**config.mk**
```make
export PLATFORM = sky130hd
export DESIGN_NAME = hsrp_ram
export DESIGN_NICKNAME = d
export VERILOG_FILES = /design/src/rtl/core/hevc_short_term_rps_parser_macros.svh /design/src/rtl/core/hsrp_ram.sv
export SDC_FILE = /design/constraint.sdc
export NUM_CORES = 1
export LEC_CHECK = 0
export ABC_CLOCK_PERIOD_IN_PS = 3700
export BUFFER_PORTS_ARGS = -buffer_cell sky130_fd_sc_hd__buf_2
export CAP_MARGIN = 5
export CORE_UTILIZATION = 61
export CTS_BUF_LIST = sky130_fd_sc_hd__clkbuf_8 sky130_fd_sc_hd__clkbuf_16
export CTS_CLUSTER_SIZE = 30
export DETAILED_ROUTE_END_ITERATION = 8
export PLACE_DENSITY = 0.91
export SLEW_MARGIN = 20
export SYNTH_ARGS = -nofsm -noshare
export SYNTH_HDL_FRONTEND = slang
export SYNTH_SLANG_ARGS = --single-unit
```
**constraint.sdc**
```tcl
create_clock -name aclk -period 3.7 [get_ports aclk]
set_input_delay 0.74 -clock aclk [delete_from_list [all_inputs] [get_ports aclk]]
set_output_delay 0.74 -clock aclk [all_outputs]
set_load 0.005 [all_outputs]
```
**src/rtl/core/hevc_short_term_rps_parser_macros.svh**
```systemverilog
// ----------------------------------------------------------------------------
// Assertion macros shared by the short-term RPS parser modules.
// Both expect a clock named aclk and an active-low reset named aresetn.
// ----------------------------------------------------------------------------
`ifndef HEVC_SHORT_TERM_RPS_PARSER_MACROS_SVH
`define HEVC_SHORT_TERM_RPS_PARSER_MACROS_SVH

// Same-cycle implication
`define HSRP_ASSERT_NOW(lbl, ante, cons, msg) \
    lbl: assert property (@(posedge aclk) disable iff (!aresetn) (ante) |-> (cons)) \
        else $error(msg);

// Next-cycle implication
`define HSRP_ASSERT_NEXT(lbl, ante, cons, msg) \
    lbl: assert property (@(posedge aclk) disable iff (!aresetn) (ante) |=> (cons)) \
        else $error(msg);

`endif

```
**src/rtl/core/hsrp_ram.sv**
```systemverilog
// ----------------------------------------------------------------------------
// hsrp_ram
// Generic single-write, single-read RAM with registered read data.
// ----------------------------------------------------------------------------
module hsrp_ram #(
    parameter int WIDTH = 16,
    parameter int DEPTH = 16,
    localparam int AW   = (DEPTH > 1) ? $clog2(DEPTH) : 1
) (
    input  logic             aclk,
    input  logic             wr_en,
    input  logic [AW-1:0]    wr_addr,
    input  logic [WIDTH-1:0] wr_data,
    input  logic [AW-1:0]    rd_addr,
    output logic [WIDTH-1:0] rd_data
);

    logic [WIDTH-1:0] mem [DEPTH];

    // write, then read into the registered read data
    always_ff @(posedge aclk) begin
        if (wr_en) begin
            mem[wr_addr] <= wr_data;
        end
        rd_data <= mem[rd_addr];
    end

endmodule

```
==> reports/qor.yml, run 1 <==
status:
  status: "completed"
sta:
  max_freq_mhz: 470
  period_share_pct: 57.5
  relSlewSlack_pct: 35.9
  rsz0062_at_grt: "false"
  slew_violations: 0
  fin_ws_ns: 1.57
  hold_viol_final: 0
  finClkSkew_ns: 0.00682
  finalSetupViolCount: 0
  setup_tns_ns: 0
  tightest_slew_ns: 0.956
  period_minus_slack_ns: 2.13
  whs_ns: 0.591
clock_tree:
  clock_latency_ns: 0.53
  ctsHoldBuffers: 0
  cts_inserted_buffers: 27
  cts_root_buf: "clkbuf_16"
  cts_tree: "done"
  cts_setup_buffers: 0
  clk_pin_slew_ns: 0.06
  cts_sinks: 272
  cts-htree-levels: 1
  cts_resized: 0
  cts_buffer_depth: 3
worst_setup_path:
  r2r_start: "mem[10][9]"
  crit_path_end_kind: "flip-flop"
  cp.required_ns: 3.90
  path_cells: "buf_2 -> nand3b_1 -> nor3_2 -> buf_4"
  r2r_slack_ns: 2.27
  r2r-end: "rd_data[9]"
  critPathLaunchType: "primary input"
  path_class: "in -> reg"
  critPathMaxFanout: 10
  max_stage_delay_ns: 0.78
  worstRegToRegCells: 3
  worst_path_max_delay_cell: "nor3_2"
  worstPathArrival_ns: 2.33
final_layout:
  fin_nets: 530
  register_area_sq_um: 8010
  diodes: 0
  syn2layout_area_growth_pct: 14.8
  final_area_sq_um: 11500
  drive_above_1_share_pct: 33.8
  multi_input_area_sq_um: 1960
  final_util_pct: 72.0
  final_cells: 740
  fillCellCount: 892
synthesis:
  syn_area_sq_um: 10000
  yosys.area.top_type_share_pct: 76.5
  ys_types: 19
  seq_area_frac_synth_pct: 79.7
  yosys_register_bits: 272
  synth_area_leader_cell: "edfxtp_1"
  ys_warn_count: 0
  syn_inst: 432
  synthTopCellsByArea: "edfxtp_1 77%, mux4_2 12%, dfxtp_1 3.2%, mux4_1 2.6%, a22oi_1 2.4%"
  syn_area_per_cell_sq_um: 23.2
  synth_fp_nets: 458
detailed_routing:
  ant_nets: 0
  vias_per_cell: 6.56
  dr.first_iter.drc_count: 579
  dr.pass1.iters: 5
  num_vias: 4858
  wl_per_cell_microns: 28.6
  wl_microns: 21200
  route.detailed.drc: 0
global_route:
  grtUsageTotal_pct: 26.7
  grt_pass1_wl_microns: 31100
  grt_pass1_vias: 4934
  grt_max_degree: 36
  antenna_found_initial: 0
  grt_overflow: 0
hold_path:
  min_from: "wr_data[5]"
  whs_endpoint: "mem[11][5]"
  hold_class: "in -> reg"
  holdPathStages: 1
place:
  dpl_worst_slack_ns: 1.06
  gp_congestion: 0.763
  dp_hpwl_microns: 11400
  dp_cells: 691
  io_buffers: 41
  place_area_sq_um: 10600
power:
  finalPower_mw: 6.43
  p_per_area_nw_per_um2: 558
  ir_drop_mv: 0.469
  leakagePower_nw: 3.80
die:
  ios: 42
  fp-row-count: 46
  initial_core_util_pct: 62.8
  core_area_sq_um: 16000
  die-area_sq_um: 17000
  die_w_microns: 130
  die_h_microns: 130
run:
  cap_violations: 0
## final cells by class
class / count / area share, %
Sequential cell: 272 / 69.5
Clock inverter: 20 / 1.53
Multi-Input combinational cell: 139 / 17.0
Tap cell: 216 / 2.35
Timing Repair Buffer: 64 / 3.52
Clock buffer: 29 / 6.10
## worst max-delay path by stage
stage	startpoint	endpoint	slack (ns)
floorplan	wr_addr[2]	mem[0][0]	0.90
global placement	rd_addr[0]	rd_data[11]	1.10
detailed placement	wr_addr[2]	mem[8][14]	1.06
CTS	rd_addr[0]	rd_data[8]	1.58
global route	rd_addr[0]	rd_data[8]	1.46
finish	wr_addr[2]	mem[8][14]	1.57
## flip-flops by register name (all words and copies together) (netlist names)
register,count
mem,256
rd_data,16
## placed cells by master, fill, tap and decap left out, drive strengths merged, types with 3 or more instances in the layout
master	n
bufinv	3
buf	64
edfxtp	256
mux4	64
dfxtp	16
nand2	17
nor3	4
inv	4
nor2	13
a22oi	32
clkbuf	29
clkinv	9
clkinvlp	4
## where the power goes
| group | switching [mW] | internal [mW] |
|---|---|---|
| combinational | 0.175 | 0.128 |
| sequential | 0.0220 | 3.44 |
| clock | 1.09 | 1.58 |
## synthesized netlist by cell type
master / number
a22oi_1: 32
and2_1: 1
buf_1: 3
buf_2: 3
buf_4: 3
buf_6: 4
clkbuf_1: 8
dfxtp_1: 16
edfxtp_1: 256
mux4_1: 10
mux4_2: 54
nand2_1: 17
nand2b_1: 2
nand3_1: 1
nand3b_1: 2
nor2_1: 13
nor2b_1: 2
nor3_1: 4
or3b_2: 1
## layer usage
layer	vias up	GRT usage [%]	share of wire, %
li1	1988	-	-
met1	2497	37.4	37
met2	305	42.6	49
met3	68	4.80	9.3
met4	0	10.5	3.9
met5	-	0	0
## worst max-delay path, delay by kind of cell
family	cells	cell delay, ns
buffers and inverters	2	0.52
and+or+nand+nor	2	1.06
## cells by family after synthesis
logic type | after synthesis | synth area share (%)
AOI/OAI and AO/OA | 32 | 2.39
and+or+nand+nor | 43 | 1.92
DFF | 272 | 79.7
buffers and inverters | 21 | 1.23
muxes | 64 | 14.7
Power figures use the tool's default switching activity.
==> run 2: changes to the inputs <==
--- a/config.mk
+++ b/config.mk
@@ -5,7 +5,8 @@
 export SDC_FILE = /design/constraint.sdc
 export NUM_CORES = 1
 export LEC_CHECK = 0
-export ABC_CLOCK_PERIOD_IN_PS = 3700
+export ABC_AREA = 1
+export ABC_CLOCK_PERIOD_IN_PS = 2100
 export BUFFER_PORTS_ARGS = -buffer_cell sky130_fd_sc_hd__buf_2
 export CAP_MARGIN = 5
 export CORE_UTILIZATION = 61
==> constraint.sdc (replaced) <==
create_clock -name aclk -period 2.1 [get_ports aclk]
set_input_delay 0.42 -clock aclk [delete_from_list [all_inputs] [get_ports aclk]]
set_output_delay 0.42 -clock aclk [all_outputs]
set_load 0.005 [all_outputs]
==> run 2 against run 1 <==
Compared with the run above:
- the flow now finishes with violations (DRC)
- highest routed layer unchanged
- routed wire length grew 29%
- synthesized cell count grew 150%
- non-clock buffer count grew 10
- critical endpoint is now rd_data[6]
- hold slack lost 0.31 ns
- power grew 76%
- cell area grew 11%
==> reports/qor.yml, run 2 <==
place:
  gp_congestion: 0.805
  dp_cells: 1326
  io_buffers: 41
  dp_hpwl_microns: 15400
worst_setup_path:
  cp.required_ns: 1.68
  path_cells: "buf_2"
  worst_path_max_delay_cell: "dfxtp_1"
  worstPathArrival_ns: 1.09
  cpLargestDelayFamily: "flip-flops"
  crit_path_end_kind: "output pin"
  critPathMaxFanout: 1
  path_buf_inv: 1
  path_class: "reg -> out"
  max_stage_delay_ns: 0.42
  critPathLaunchType: "flip-flop"
synthesis:
  synthTopCellsByArea: "edfxtp_1 68%, nand2_1 11%, nand3_1 8.5%, inv_1 6.5%, dfxtp_1 2.8%"
  yosys_register_bits: 272
  synth_fp_nets: 1100
  async_reset_ff_share_pct: 0
  synth_common_cells: "341 x nand2_1, 256 x edfxtp_1, 196 x inv_1, 193 x nand3_1, 19 x buf_2"
  syn_area_sq_um: 11400
  ys_warn_count: 0
  seq_area_frac_synth_pct: 70.4
  synthFlopType: "edfxtp_1"
  ys_types: 13
  synth_edf_count: 256
  syn_inst: 1074
  yosys.area.top_type_share_pct: 67.5
  synth.most_common_cell: "nand2_1"
  synth_area_leader_cell: "edfxtp_1"
  syn_area_per_cell_sq_um: 10.6
final_layout:
  final_cells: 1375
  layout_common_cells: "341 x nand2_1, 256 x edfxtp_1, 201 x inv_1"
  diodes: 0
  drive_above_1_share_pct: 11.5
  largest-register: "mem"
  mostFrequentLayoutCell: "nand2_1"
  largestRegisters: "mem (256), rd_data (16)"
  fillCellCount: 1148
  syn2layout_area_growth_pct: 12.0
  fin_nets: 1152
  largest_reg_flops: 256
  final_util_pct: 70.2
die:
  ios: 42
  die_w_microns: 139
  core_area_sq_um: 18100
  die_h_microns: 139
  die-area_sq_um: 19200
  initial_core_util_pct: 62.7
  fp-row-count: 49
status:
  status: "finished, violations left"
  violations: "DRC"
sta:
  max_freq_mhz: 661
  relSlewSlack_pct: 64.6
  slew_violations: 0
  finClkSkew_ns: 0.0138
  setup_tns_ns: 0
  period_minus_slack_ns: 1.51
  tightest_slew_ns: 0.532
  rsz0062_at_grt: "false"
  period_share_pct: 72.1
  hold_viol_final: 0
  finalSetupViolCount: 0
power:
  p_per_area_nw_per_um2: 887
  power_frac_comb_pct: 6.4
  leakagePower_nw: 5.55
  swShare_pct: 22.2
  clkPwrFrac_pct: 39.5
  ir_drop_mv: 0.831
  switchingPower_mw: 2.51
  p_int_mw: 8.79
  p_seq_share_pct: 54.1
detailed_routing:
  num_vias: 7955
  route.detailed.drc: 1
  dr.first_iter.drc_count: 1185
  dr.pass1.iters: 9
  wl_per_cell_microns: 19.8
  wl_microns: 27300
  vias_per_cell: 5.79
  ant_nets: 0
global_route:
  grtUsageTotal_pct: 29.1
  grt_pass1_wl_microns: 42200
  grt_max_degree: 84
  antenna_found_initial: 0
  grt_overflow: 0
  grt_pass1_vias: 7869
clock_tree:
  cts_buffer_depth: 3
  clock_latency_ns: 0.53
  cts_inserted_buffers: 27
  cts-htree-levels: 1
  cts_setup_buffers: 0
  ctsHoldBuffers: 0
  cts_root_buf: "clkbuf_16"
  cts_resized: 0
  cts_sinks: 272
  clk_pin_slew_ns: 0.07
  cts_tree: "done"
hold_path:
  hold_class: "in -> reg"
run:
  cap_violations: 0
-- run 2: cell types whose count changed after synthesis, moves of 4 or more --
cell,change
buf_4,+15
nand3_1,+192
mux4_2,-54
nand2_1,+324
nor2_1,+4
a22oi_1,-32
inv_1,+196
nor3_1,-4
mux4_1,-10
buf_2,+16
-- run 2: area by class of cell --
class                      instances  area (sq um)  area share (%)
sequential                       272          8010            62.8
clock buffer                      32           744            5.84
clock inverter                    17          80.1           0.628
tap                              229           287            2.25
inverter                         198           744            5.84
multi-input combinational        553          2360            18.6
timing repair buffer              74           518            4.06
-- run 2: power by group through the flow --
stage               sequential, mW  clock, mW  combinational (mW)
floorplan                     6.22          0               0.410
global placement              6.22          0               0.667
detailed placement            6.22          0               0.703
CTS                           6.11       4.48               0.716
global route                  6.12       4.66               0.789
finish                        6.11       4.47               0.726
-- run 2: metrics by stage --
stage               setup WS [ns]  total power [mW]  hold slack [ns]  area, sq um
global placement            0.475              6.89            0.639        11900
global route                0.588              11.6            0.273        12700
CTS                         0.591              11.3            0.260        12700
detailed placement          0.389              6.93            0.650        11900
floorplan                   0.380              6.63            0.519        11400
finish                      0.587              11.3            0.277        12700
-- run 2: routing by layer --
layer / up-vias / global-route usage (%) / part of all wire, %
li1: 3569 / - / -
met1: 3719 / 37.3 / 36
met2: 559 / 48.6 / 49
met3: 108 / 3.94 / 9.5
met4: 0 / 15.7 / 5.6
met5: - / 0 / 0
-- run 2: logic make-up after synthesis --
family / share of synthesized area [%]
AND/OR/NAND/NOR: 20.4
buffers and inverters: 9.21
flip-flops: 70.4
-- run 2: path summary, 6_finish.rpt --
kind / start / endpoint / slack, ns / cells after the start
worst max-delay path: rd_data[6] / rd_data[6] / 0.59 / 1
worst min-delay path: wr_data[11] / mem[9][11] / 0.28 / 1
worst max register to register: mem[13][15] / rd_data[15] / 0.98 / 6
worst min register to register: mem[10][2] / rd_data[2] / 0.67 / 6
