--- config.mk ---
export PLATFORM = sky130hd
export DESIGN_NAME = hsrp_back
export DESIGN_NICKNAME = d
export VERILOG_FILES = /design/src/rtl/core/hsrp_pkg.sv /design/src/rtl/core/hsrp_back.sv
export VERILOG_INCLUDE_DIRS = /design/src /design/src/rtl/core
export SDC_FILE = /design/constraint.sdc
export NUM_CORES = 1
export LEC_CHECK = 0
export BUFFER_PORTS_ARGS = -buffer_cell sky130_fd_sc_hd__buf_4
export CAP_MARGIN = 25
export CORE_MARGIN = 8
export CORE_UTILIZATION = 29
export DETAILED_ROUTE_END_ITERATION = 6
export GPL_TIMING_DRIVEN = 0
export PLACE_DENSITY = 0.45
export SYNTH_ARGS = -nofsm -noshare
export SYNTH_HDL_FRONTEND = slang
export SYNTH_SLANG_ARGS = --single-unit
--- constraint.sdc ---
create_clock -name aclk -period 9 [get_ports aclk]
set_input_delay 0.45 -clock aclk [delete_from_list [all_inputs] [get_ports aclk]]
set_output_delay 0.45 -clock aclk [all_outputs]
set_load 0.05 [all_outputs]
--- src/rtl/core/hevc_short_term_rps_parser_macros.svh ---
// ----------------------------------------------------------------------------
// Assertion macros shared by the short-term RPS parser modules.
// Both expect a clock named aclk and an active-low reset named aresetn.
// ----------------------------------------------------------------------------
`ifndef HEVC_SHORT_TERM_RPS_PARSER_MACROS_SVH
`define HEVC_SHORT_TERM_RPS_PARSER_MACROS_SVH

// Same-cycle implication
`define HSRP_ASSERT_NOW(lbl, ante, cons, msg) \
    lbl: assert property (@(posedge aclk) disable iff (!aresetn) (ante) |-> (cons)) \
        else $error(msg);

// Next-cycle implication
`define HSRP_ASSERT_NEXT(lbl, ante, cons, msg) \
    lbl: assert property (@(posedge aclk) disable iff (!aresetn) (ante) |=> (cons)) \
        else $error(msg);

`endif

--- src/rtl/core/hsrp_pkg.sv ---
// ----------------------------------------------------------------------------
// hsrp_pkg
// Types, codes and helpers of the short-term reference picture set parser.
// ----------------------------------------------------------------------------
package hsrp_pkg;

    localparam int MAX_SETS_DEF    = 64;
    localparam int MAX_ENTRIES_DEF = 16;
    localparam int CNT_W           = 5;
    localparam int DELTA_W         = 16;
    localparam logic [4:0] MAX_REFS_RST = 5'd16;

    // result status codes
    localparam logic [1:0] ST_OK       = 2'd0;
    localparam logic [1:0] ST_TOO_MANY = 2'd1;
    localparam logic [1:0] ST_BAD_IDX  = 2'd2;
    localparam logic [1:0] ST_RANGE    = 2'd3;

    // prediction walk segments
    localparam logic [2:0] SEG_POS_NEG  = 3'd0;
    localparam logic [2:0] SEG_SELF_NEG = 3'd1;
    localparam logic [2:0] SEG_NEG_NEG  = 3'd2;
    localparam logic [2:0] SEG_NEG_POS  = 3'd3;
    localparam logic [2:0] SEG_SELF_POS = 3'd4;
    localparam logic [2:0] SEG_POS_POS  = 3'd5;

    typedef struct packed {
        logic       first;
        logic [6:0] set_index;
        logic       in_slice;
        logic       bit_req;
    } rps_in_t;

    typedef struct packed {
        logic [1:0]         status;
        logic               entry_valid;
        logic               list_sel;
        logic [3:0]         entry_index;
        logic signed [15:0] delta_poc;
        logic               used_by_curr;
        logic [4:0]         num_negative;
        logic [4:0]         num_positive;
        logic [4:0]         num_total_curr;
        logic               last;
    } rps_out_t;

    typedef enum logic [3:0] {
        PH_IDLE, PH_PRED, PH_DIDX, PH_SIGN, PH_ABS, PH_USED, PH_USE, PH_NNEG,
        PH_NPOS, PH_NEGD, PH_NEGU, PH_POSD, PH_POSU, PH_BLD_A, PH_BLD_D, PH_BLD_END
    } phase_t;

    typedef enum logic {
        BK_IDLE,
        BK_EMIT
    } back_state_t;

    // finished set or failure handed from front to back
    typedef struct packed {
        logic             is_set;
        logic [1:0]       status;
        logic [CNT_W-1:0] num_neg;
        logic [CNT_W-1:0] num_pos;
        logic [CNT_W-1:0] num_used;
        logic [6:0]       slot;
    } job_t;

    // back status seen by the front
    typedef struct packed {
        logic busy;
        logic cnt_hit;
    } back_stat_t;

    function automatic logic signed [15:0] sat16(input logic signed [18:0] x);
        if (x > 19'sd32767) begin
            return 16'sh7FFF;
        end else if (x < -19'sd32768) begin
            return 16'sh8000;
        end
        return x[15:0];
    endfunction

endpackage

--- src/rtl/core/hsrp_back.sv ---
// ----------------------------------------------------------------------------
// hsrp_back
// Stores a finished set in the tables and emits one result per entry (one status result for a failure or empty set).
// ----------------------------------------------------------------------------
module hsrp_back
    import hsrp_pkg::*;
#(
    parameter int MAX_SETS    = MAX_SETS_DEF,
    parameter int MAX_ENTRIES = MAX_ENTRIES_DEF,
    localparam int SW  = $clog2(MAX_SETS + 1),
    localparam int AW  = $clog2((MAX_SETS + 1) * MAX_ENTRIES),
    localparam int EIW = (MAX_ENTRIES > 1) ? $clog2(MAX_ENTRIES) : 1
) (
    input  logic               aclk,
    input  logic               aresetn,
    input  logic               job_push,
    input  job_t               job,
    output back_stat_t         back_stat,
    input  logic [SW-1:0]      cnt_rd_slot,
    output logic               cnt_wr_en,
    output logic [SW-1:0]      cnt_wr_addr,
    output logic [2*CNT_W-1:0] cnt_wr_data,
    output logic               dl_wr_en,
    output logic [AW-1:0]      dl_wr_addr,
    output logic [DELTA_W-1:0] dl_wr_data,
    output logic [EIW-1:0]     buf_rd_idx,
    input  logic [DELTA_W:0]   buf_rd_data,
    output logic               m_valid,
    input  logic               m_ready,
    output rps_out_t           m_data
);

    back_state_t       state_reg, state_next;
    job_t              job_reg, job_next;
    logic [CNT_W-1:0]  k_reg, k_next;
    logic [MAX_SETS:0] cnt_valid_reg;
    logic              hit_reg;
    rps_out_t          out_reg, out_next;
    logic              mvalid_reg, mvalid_next;
    logic              load;
    logic [CNT_W-1:0]  total;
    logic              list_pos;

    assign load     = !mvalid_reg || m_ready;
    assign total    = job_reg.num_neg + job_reg.num_pos;
    assign list_pos = (k_reg >= job_reg.num_neg);

    // next state
    always_comb begin
        state_next = state_reg;
        job_next   = job_reg;
        k_next     = k_reg;
        case (state_reg)
            BK_IDLE: begin
                if (job_push) begin
                    job_next   = job;
                    k_next     = '0;
                    state_next = BK_EMIT;
                end
            end
            BK_EMIT: begin
                if (load) begin
                    if (!job_reg.is_set || total == '0 || k_reg + 1'b1 == total) begin
                        state_next = BK_IDLE;
                    end else begin
                        k_next = k_reg + 1'b1;
                    end
                end
            end
            default: begin
                state_next = BK_IDLE;
            end
        endcase
    end

    // outputs: result register and table writes
    always_comb begin
        out_next    = out_reg;
        mvalid_next = mvalid_reg;
        cnt_wr_en   = 1'b0;
        dl_wr_en    = 1'b0;
        if (load) begin
            mvalid_next = (state_reg == BK_EMIT);
        end
        if (state_reg == BK_EMIT && load) begin
            out_next = '0;
            if (!job_reg.is_set || total == '0) begin
                out_next.status = job_reg.status;
                out_next.last   = 1'b1;
                cnt_wr_en       = job_reg.is_set;
            end else begin
                out_next.entry_valid    = 1'b1;
                out_next.list_sel       = list_pos;
                out_next.entry_index    = 4'(list_pos ? k_reg - job_reg.num_neg : k_reg);
                out_next.delta_poc      = buf_rd_data[DELTA_W-1:0];
                out_next.used_by_curr   = buf_rd_data[DELTA_W];
                out_next.num_negative   = job_reg.num_neg;
                out_next.num_positive   = job_reg.num_pos;
                out_next.num_total_curr = job_reg.num_used;
                out_next.last           = (k_reg + 1'b1 == total);
                dl_wr_en                = 1'b1;
                cnt_wr_en               = (k_reg == '0);
            end
        end
        cnt_wr_addr       = SW'(job_reg.slot);
        cnt_wr_data       = {job_reg.num_neg, job_reg.num_pos};
        dl_wr_addr        = AW'(job_reg.slot) * AW'(MAX_ENTRIES) + AW'(k_reg);
        dl_wr_data        = buf_rd_data[DELTA_W-1:0];
        buf_rd_idx        = k_reg[EIW-1:0];
        m_valid           = mvalid_reg;
        m_data            = out_reg;
        back_stat.busy    = (state_reg == BK_EMIT);
        back_stat.cnt_hit = hit_reg;
    end

    // control registers and count valid bits
    always_ff @(posedge aclk) begin
        if (!aresetn) begin
            state_reg     <= BK_IDLE;
            k_reg         <= '0;
            mvalid_reg    <= 1'b0;
            cnt_valid_reg <= '0;
            hit_reg       <= 1'b0;
        end else begin
            state_reg  <= state_next;
            k_reg      <= k_next;
            mvalid_reg <= mvalid_next;
            if (cnt_wr_en) begin
                cnt_valid_reg[cnt_wr_addr] <= 1'b1;
            end
            hit_reg <= cnt_valid_reg[cnt_rd_slot];
        end
    end

    // payload registers
    always_ff @(posedge aclk) begin
        job_reg <= job_next;
        out_reg <= out_next;
    end

`include "hevc_short_term_rps_parser_macros.svh"

    `HSRP_ASSERT_NOW(a_k_range, state_reg == BK_EMIT && job_reg.is_set && total != '0, k_reg < total, "entry index past set")
    `HSRP_ASSERT_NOW(a_wr_emit, dl_wr_en, state_reg == BK_EMIT && job_reg.is_set, "table write outside a set")
    `HSRP_ASSERT_NEXT(a_last_idle, state_reg == BK_EMIT && load && out_next.last, state_reg == BK_IDLE, "no idle after last")

endmodule

==> key figures <==
Power and ir drop
  – Maximum vdd drop: 0.1171 mV
  – Comb power frac: 15.3%
  – Internal power: 1220 uW
  – Static Leak: 0.003413 uW
  – Sequential power share: 41.4%
  – Clock power share: 43.3%
  – Power per cell area: 200.1 nW/um2
  – NetSw: 474.2 uW
  – Sw frac: 28.00%

Route
  – Remaining antenna violation count: 0
  – Final WL: 18330 um
  – Violation count after the first detailed-routing iteration: 230
  – Routed via count divided by cell count: 4.739
  – DR pass1 iterations: 4
  – DR WL/cell: 18.22 um
  – Post-route DRC: 0
  – Vias: 4767

Setup path
  – Arrival time of the worst setup path: 2.95 ns
  – Reg2Reg Depth: 8
  – Critical path peak fanout: 5
  – CP Class: flop to primary output
  – Setup crit start kind: flop
  – FF-to-FF Start: cnt_wr_data[5]
  – FF-to-FF setup slack: 5.95 ns
  – Required time worst endpoint: 8.55 ns
  – Critical Path End Type: primary output
  – Critical R2R Capture: m_data[6]

CTS
  – Post-CTS setup buffers: 0
  – Worst skew pair latency: 0.42 ns
  – Number of H-tree levels: 4
  – Root buf cell: clkbuf_16
  – CTS buffer count: 17
  – # clock sinks: 139
  – Post_cts resized: 0
  – CTS tree: yes
  – Clock transition at path regs: 0.06 ns
  – CTS Buffer Depth: 2
  – Cts hold-fix bufs: 0

GRT
  – Initial antenna violation count: 0
  – All-layer global routing usage: 13.77%
  – Largest net degree at the start of global routing: 32
  – Number of global-route vias before repair: 4950
  – Total gr overflow: 0
  – Global-route wire length before repair: 28430 um

Yosys
  – Simple-gate share of the synthesized area: 12.57%
  – Post-synth cell types: 52
  – Yosys reg bits: 139
  – Post-Syn Instances: 550
  – Largest family of logic cells by synthesized area: simple AND/OR/NAND/NOR gates
  – Synth top area share: 31.06%
  – Mux share of post-synthesis cell area: 7.490%
  – Post-synthesis xor/xnor area fraction: 2.412%
  – Synth area leaders: edfxtp_1, dfxtp_1, o31ai_1, mux4_2, buf_4
  – Main synth FF type: dfxtp_1
  – FFs w/ async S/R, synth: 0%
  – Post-synth EDFFs: 66
  – Synth Area in Adders: 3.176%
  – Ys Warns: 0
  – Register area share after synthesis: 53.96%
  – Synth Cell Area: 6381 um2
  – Post-Synthesis Net Count: 618
  – Syn avg cell area: 11.60 um2
  – Compound-gate portion of the synthesized area: 12.12%
  – Largest area contributor in the netlist: edfxtp_1

Cells and area
  – Commonest non-fill, non-tap cell in the layout: buf_4
  – Final Instance Count excl. Fillers: 1006
  – Layout cells sized above 1: 35.12%
  – Ant diodes: 0
  – Max reg flops: 65
  – Number of fill cells in the layout: 2123
  – Most frequent cells in the layout: buf_4, dfxtp_1, nand2_1
  – # nets final: 781
  – P&R area growth vs syn: 32.65%
  – Fin area: 8464 um2

Place
  – IO Port Bufs: 142
  – Post-DP Area: 7853 um2
  – Hpwl dp: 14040 um
  – Dpl cells: 974
  – GP Congestion: 0.7767

Hold path
  – WHS Path Cells: 1
  – Tightest Hold Check Type: primary input to flop
  – Hold Path End: job_reg[8]
  – HP Start: job[8]

Floorplanning
  – I/O pins: 147
  – Initial Util: 29.42%
  – Die ar.: 27010 um2
  – Cell Rows: 54
  – Core footprint: 21690 um2
  – Die width: 164.3 um
  – Height of the die: 164.3 um

Timing
  – Setup-failing EPs final: 0
  – Worst-Margin Slew: 0.8254 ns
  – Relative slew margins: 44.97%
  – Max-slew violations: 0
  – Final critical-path share of the clock period: 37.81%
  – Fmax: 293.9 MHz
  – Fin Clk Skew: 0.008015 ns
  – Post-route setup TNS: 0 ns
  – Endpoints failing hold: 0
  – Unrepaired setup endpoints after global routing: no
  – Min Clock Period, post-route: 3.402 ns

Status
  – Status: finished clean

Job
  – Max Cap Viol: 0
## layer usage
layer | global-route usage, % | share of wire, % | up-vias
li1 | - | - | 2305
met3 | 2.882 | 5.6 | 14
met4 | 3.967 | 1.1 | 0
met5 | 0 | 0 | -
met2 | 24.11 | 49 | 126
met1 | 16.72 | 44 | 2322
## worst max path at each step
stage	start	endpoint	depth (start not counted)
5_1_grt	cnt_wr_data[5]	dl_wr_en	8
3_5_place_dp	cnt_rd_slot[1]	hit_reg	8
2_1_floorplan	m_valid	cnt_valid_reg[25]	7
3_3_place_gp	m_ready	cnt_valid_reg[26]	7
4_1_cts	cnt_wr_data[5]	dl_wr_en	8
6_report	cnt_wr_data[5]	dl_wr_en	8
## cell usage after synthesis, types with 2 or more instances
cell      count
nor3b_1       3
inv_1        14
o31ai_1      59
nand2_1      71
buf_4        45
nand3_1      16
a211o_1       2
xnor2_1       7
o21ai_0      11
and3_1       31
dfxtp_1      73
xor2_1        8
buf_2         5
mux4_2       18
mux2_2        2
nor2_1       10
nor3_1        2
ha_1         13
o311a_1       2
buf_1         3
a31oi_1       2
clkbuf_1     27
o21a_1        3
a21oi_1       6
mux2i_1       5
a21o_1        2
a32o_1        6
fa_1          2
nor2b_1       7
and2_1        3
nand2b_1      6
edfxtp_1     66
## power groups by stage
stage | Sequential, uW | Clock [uW] | Combinational, uW
finish | 701 | 734 | 259
global route | 703 | 776 | 277
CTS | 701 | 749 | 263
detailed placement | 715 | 0 | 263
global placement | 716 | 0 | 257
floorplan | 758 | 0 | 127
## logic make-up after synthesis
kind of cell               after synthesis
AOI/OAI and AO/OA                      101
adders and majority gates               15
muxes                                   25
and+or+nand+nor                        160
DFF                                    139
buffers and inverters                   94
xor gates and xnor gates                16
## layout make-up
| class | count | area (um2) | share of cell area, % |
|---|---|---|---|
| Clock inverter | 15 | 186.4 | 2.203 |
| Buffer | 80 | 475.5 | 5.617 |
| Sequential cell | 139 | 3443 | 40.68 |
| Inverter | 14 | 52.55 | 0.6208 |
| Tap cell | 280 | 350.3 | 4.139 |
| Clock buffer | 17 | 425.4 | 5.026 |
| Multi-Input combinational cell | 317 | 2417 | 28.56 |
| Timing Repair Buffer | 144 | 1114 | 13.16 |
## per-stage QoR
stage	hold WS (ns)	util [%]	setup slack (ns)	power (uW)
floorplan	0.4196	-	5.151	884.6
global placement	0.4277	35.95	4.191	973.6
detailed placement	0.4358	36.21	5.884	978.0
CTS	0.1824	39.03	5.551	1714
global route	0.1820	39.03	5.415	1756
finish	0.2022	39.03	5.598	1694
## critical path, cell delays in order (launching register included)
cell,delay [ns]
edfxtp_1,0.48
ha_1,0.26
fa_1,0.40
xor2_1,0.18
or3_1,0.37
a2111o_1,0.37
nand2_1,0.19
inv_1,0.07
buf_4,0.19
Power figures use the tool's default switching activity.
